**config.mk**
```make
export PLATFORM = sky130hd
export DESIGN_NAME = rbsi_merge
export DESIGN_NICKNAME = d
export VERILOG_FILES = /design/src/hw/rtl/ray_box_slab_intersect_assert.svh /design/src/hw/rtl/rbsi_pkg.sv /design/src/hw/rtl/rbsi_merge.sv
export SDC_FILE = /design/constraint.sdc
export NUM_CORES = 1
export LEC_CHECK = 0
export ABC_AREA = 1
export BUFFER_PORTS_ARGS = -buffer_cell sky130_fd_sc_hd__buf_2
export CAP_MARGIN = 0
export CORE_ASPECT_RATIO = 1.75
export CORE_MARGIN = 2
export CORE_UTILIZATION = 57
export CTS_BUF_LIST = sky130_fd_sc_hd__clkbuf_4 sky130_fd_sc_hd__clkbuf_8 sky130_fd_sc_hd__clkbuf_16
export CTS_CLUSTER_DIAMETER = 150
export DETAILED_ROUTE_END_ITERATION = 10
export PLACE_DENSITY = 0.89
export SYNTH_ARGS = -nofsm -noshare
export SYNTH_HDL_FRONTEND = slang
export SYNTH_SLANG_ARGS = --single-unit
```
**constraint.sdc**
```tcl
create_clock -name clk -period 11.6 [get_ports clk]
set_clock_uncertainty 0.05 [all_clocks]
set_input_delay 2.32 -clock clk [delete_from_list [all_inputs] [get_ports clk]]
set_output_delay 2.32 -clock clk [all_outputs]
set_load 0.05 [all_outputs]
```
**src/hw/rtl/ray_box_slab_intersect_assert.svh**
```systemverilog
// assertion helpers for the slab test block
`ifndef RAY_BOX_SLAB_INTERSECT_ASSERT_SVH
`define RAY_BOX_SLAB_INTERSECT_ASSERT_SVH

// same-cycle implication, sampled on clk, ignored in reset
`define RBSI_ASSERT_NOW(lbl, ante, cons) \
  lbl: assert property (@(posedge clk) disable iff (rst) (ante) |-> (cons)) \
    else $error("rbsi assertion failed");

// check of the current result against an earlier cycle
`define RBSI_ASSERT_PAST(lbl, cons, ante) \
  lbl: assert property (@(posedge clk) disable iff (rst) (cons) |-> (ante)) \
    else $error("rbsi timing assertion failed");

`endif

```
**src/hw/rtl/rbsi_pkg.sv**
```systemverilog
`timescale 1ns / 1ps
package rbsi_pkg;

  localparam int QW         = 32;
  localparam int FRAC_W     = 16;
  localparam int NUM_W      = QW + 2;
  localparam int NMAG_W     = QW + 1;
  localparam int DIVD_W     = NMAG_W + FRAC_W;
  localparam int THR_W      = 17;
  localparam int DIV_STAGES = DIVD_W;
  localparam int LANES      = 3;
  // input register, divider stages, lane output, merge output
  localparam int LATENCY    = DIV_STAGES + 3;

  localparam logic [THR_W-1:0]     THR_RESET = 17'd7;
  localparam logic signed [NUM_W-1:0] Q_ONE  = 34'sd65536;
  localparam logic signed [QW-1:0] T_POS_INF = 32'sh7fffffff;
  localparam logic signed [QW-1:0] T_NEG_INF = 32'sh80000000;

  typedef struct packed {
    logic signed [QW-1:0] near_t;
    logic signed [QW-1:0] far_t;
  } slab_t;

  typedef struct packed {
    logic par;
    logic pos_a;
    logic neg_a;
    logic qneg_a;
    logic pos_b;
    logic neg_b;
    logic qneg_b;
  } face_ctl_t;

endpackage

```
**src/hw/rtl/rbsi_merge.sv**
```systemverilog
`timescale 1ns / 1ps
module rbsi_merge (
  input  logic                            clk,
  input  rbsi_pkg::slab_t                 slabs [rbsi_pkg::LANES],
  output logic                            hit,
  output logic signed [rbsi_pkg::QW-1:0]  t_enter,
  output logic signed [rbsi_pkg::QW-1:0]  t_exit
);

  logic signed [rbsi_pkg::QW-1:0] enter_c, exit_c;

  always_comb begin
    enter_c = slabs[0].near_t;
    exit_c  = slabs[0].far_t;
    for (int i = 1; i < rbsi_pkg::LANES; i++) begin
      if (slabs[i].near_t > enter_c) enter_c = slabs[i].near_t;
      if (slabs[i].far_t < exit_c)   exit_c  = slabs[i].far_t;
    end
  end

  always_ff @(posedge clk) begin
    hit     <= enter_c <= exit_c;
    t_enter <= enter_c;
    t_exit  <= exit_c;
  end

endmodule

```
==> results.txt <==
----------------------------------------------------
[Global route]
  Global-route layer with the greatest usage ... met2
  M2 GR Usage ... between 50% and 60%
  Via count of the first global-routing pass ... about 8.0k
  Met3 usage in global routing ... approximately 3.3%
  Largest net degree at the start of global routing ... 65
  First-pass GRT wire length ... about 35000 um
  GRT Overall Usage ... about 29%
  Met1 demand-to-capacity share in global routing ... between 30 and 40%
  Aggregate global routing overflow ... 0
  Number of antenna violations at the first check in global routing ... 0

[Finish]
  Post-layout instance area ... between 9000 and 10000 um^2
  Number of antenna diodes ... 0
  NumNets Final ... approximately 1.7k
  Post-route non-filler standard cell count ... about 1.5k
  Final Util ... 68.4%
  Area delta synth->final ... 18.5%
  Layout cell share with drive strength beyond 1 ... 26.8%
  Filler instances ... ~1.2k

[Pwr]
  Leak ... between 5 and 6 nW
  Power per standard cell area ... roughly 200 nW/um^2
  Power, Total ... 1.94 mW
  Peak VDD IR ... ~140 uV

[Yosys]
  Sequential area share after synthesis ... ~16%
  Post-Syn Nets ... between 1k and 1.5k
  Post-Syn Instances ... ~1.1k
  Number of different library cells in the post-synthesis netlist ... between 40 and 50
  Synthesized-area fraction occupied by xor and xnor cells ... less than 1%
  Commonest cells in the netlist ... nand2_1, inv_1, ha_1
  Area share of fa/ha/maj cells after synthesis ... 24.9%
  Mux contribution to synthesized area ... 0%
  Area fraction in compound gates after synthesis ... 14.4%
  Synth Register Bits ... 65
  Fraction of synthesized cell area taken by the top area cell type ... ~25%
  Synthesized area ... 7940 um^2
  Top area cells in the synthesized netlist ... ha_1, dfxtp_1, nand2_1, inv_1, nand3_2
  Simple-gate share of the synthesized area ... a little under a third
  Number of flops mapped to enable cells by yosys ... 0
  Share of synthesized registers carrying an async set or reset ... 0%
  Most common cell in the synthesized netlist ... nand2_1
  Most instantiated flip-flop cell in the synthesis netlist ... dfxtp_1
  Yosys warning total ... 0
  Post-synthesis area per instance ... approximately 7.0 um^2
  Dominant combinational cell family by area after synthesis ... simple AND/OR/NAND/NOR gates
  Largest area contributor in the netlist ... ha_1

[Detailed routing]
  Via Count ... approximately 8.3k
  Drt first pass iters ... 5
  Wirelength per Cell ... about 14 um
  DRC violations left ... 0
  DR iter-0 viols ... about 420
  Total detailed-routing wirelength ... around 22000 um
  Remaining antenna violation count after routing ... 0
  Average via count per standard cell ... roughly 5.4

[STA]
  Max-slew violation count ... 0
  Worst slew margin ... between 40% and 50%
  RSZ-0062 raised after global routing ... no
  Upper clock frequency limit ... 111 MHz
  Minimum period implied by the final worst setup slack ... approximately 9 ns
  Pin slew with the least headroom to its limit ... 0.889 ns
  Final period util ... 77.7%
  Final setup slack of the worst path ... around 2.6 ns
  Total negative setup slack ... 0 ns
  Final setup violating endpoints ... 0
  Fin. Hold Viols ... 0
  Hold slack ... 2.19 ns

[Placed design]
  Area after DPL ... a little over 9000 um^2
  Final Wtd Congestion ... about 0.92
  Half-perimeter wire length after placement ... between 15000 and 20000 um
  Post-Place Cells ... approximately 1.5k
  Worst setup slack after placement ... between 2 and 2.5 ns
  IO Port Bufs ... between 200 and 300

[Die]
  Site Rows ... 57
  Die ar. ... around 15000 um^2
  Die Ht ... ~160 um
  Placeable core area ... about 14000 um^2
  Starting density of the core ... 57.7%
  Chip width ... around 93 um
  Top-level port count ... ~260

[CTS]
  Clock sink count ... 65
  TritonCTS clock tree ... done
  Hold_buf cts ... 0
  CTS H-tree depth ... 3
  Clock-pin slew of the registers on the worst-case setup and hold paths ... around 0.05 ns
  Clock buffer depth ... 2
  Post-CTS Setup Inserts ... 0
  CTS buffer count ... 9
  CTS resizes ... 0
  Clock Root Buffer ... clkbuf_16

[Setup path]
  Origin of the worst setup path ... slabs[191]
  Startpoint Class ... primary input
  Max stage delay on crit path ... 0.63 ns
  Kind of end point of the critical path ... flop
  Worst-path cell with the longest stage delay ... inv_2
  Most repeated library cell on the critical path ... nand2_1
  Worst Setup Path Type ... primary input to flop
  CP max FO ... 64
  Worst Path Required ... about 12 ns
  Endpoint arrival time on the critical path ... 9.23 ns

[Status]
  Status ... completed

[Flow run]
  Max_cap viols ... 0

[Worst hold path]
  Origin of the worst min-delay path ... slabs[9]
  Class of the tightest hold or removal check ... primary input to flop
  Worst hold path cell count ... 3
  Worst Hold Path EP ... t_exit[9]$_DFF_P_

----------------------------------------------------
## cell usage in the layout, fill, tap and decap left out, drive strengths merged
cell type / count
a2111oi: 1
a211oi: 7
a21o: 3
a21oi: 73
a22oi: 1
a31oi: 1
and2: 1
buf: 260
bufinv: 1
clkbuf: 12
clkinvlp: 1
dfxtp: 65
ha: 158
inv: 194
nand2: 255
nand3: 151
nand3b: 1
nand4: 11
nor2: 21
nor3: 7
nor4: 6
nor4b: 1
o2111ai: 1
o211ai: 2
o21ai: 117
o21bai: 2
o221a: 1
o221ai: 1
or2: 2
or3: 1
xnor2: 2
## logic make-up (layout without fill, tap and decap cells)
| logic type | count (synthesis) | in the layout |
|---|---|---|
| xor+xnor | 2 | 2 |
| compound gates | 210 | 210 |
| flops | 65 | 65 |
| buf+inv | 236 | 468 |
| fa+ha+maj | 158 | 158 |
| simple gates | 457 | 457 |
## routing by layer
metal / vias to the layer above / wire length, um
li1: 4209 / -
met3: 84 / 1100
met4: 0 / 1250
met2: 309 / 11500
met1: 3695 / 8090
met5: - / 0
## sequential cells by signal (all words and copies together), names as in the netlist
register  cells
t_exit       32
t_enter      32
hit           1
## power breakdown
| group | switching (mW) | internal, mW |
|---|---|---|
| Clock | 0.0976 | 0.181 |
| Combinational | 0.926 | 0.370 |
| Sequential | 0.0358 | 0.327 |
## worst max path at each step
stage	cells past startpoint	end	slack, ns
global placement	33	hit$_DFF_P_	2.14
detailed placement	33	hit$_DFF_P_	2.09
global route	33	hit$_DFF_P_	1.83
floorplan	35	hit$_DFF_P_	4.37
finish	33	hit$_DFF_P_	2.58
CTS	33	hit$_DFF_P_	2.41
## area by class of cell
cell class	instances	area, um^2	area share (%)
repair buffers	260	1310	13.9
inverters	194	728	7.74
flip-flops and latches	65	1300	13.8
well taps	177	221	2.35
multi-input cells	827	5550	58.9
clock inverters	2	37.5	0.399
clock buffers	12	267	2.83
## critical path: cells and delay by family
kind / cells / cell delay, ns
adders and majority gates: 3 / 1.07
xor gates and xnor gates: 2 / 0.18
buffers and inverters: 5 / 1.24
and+or+nand+nor: 17 / 3.34
AOI/OAI and AO/OA: 6 / 1.06
No activity file was read; power rests on OpenSTA's default activity.
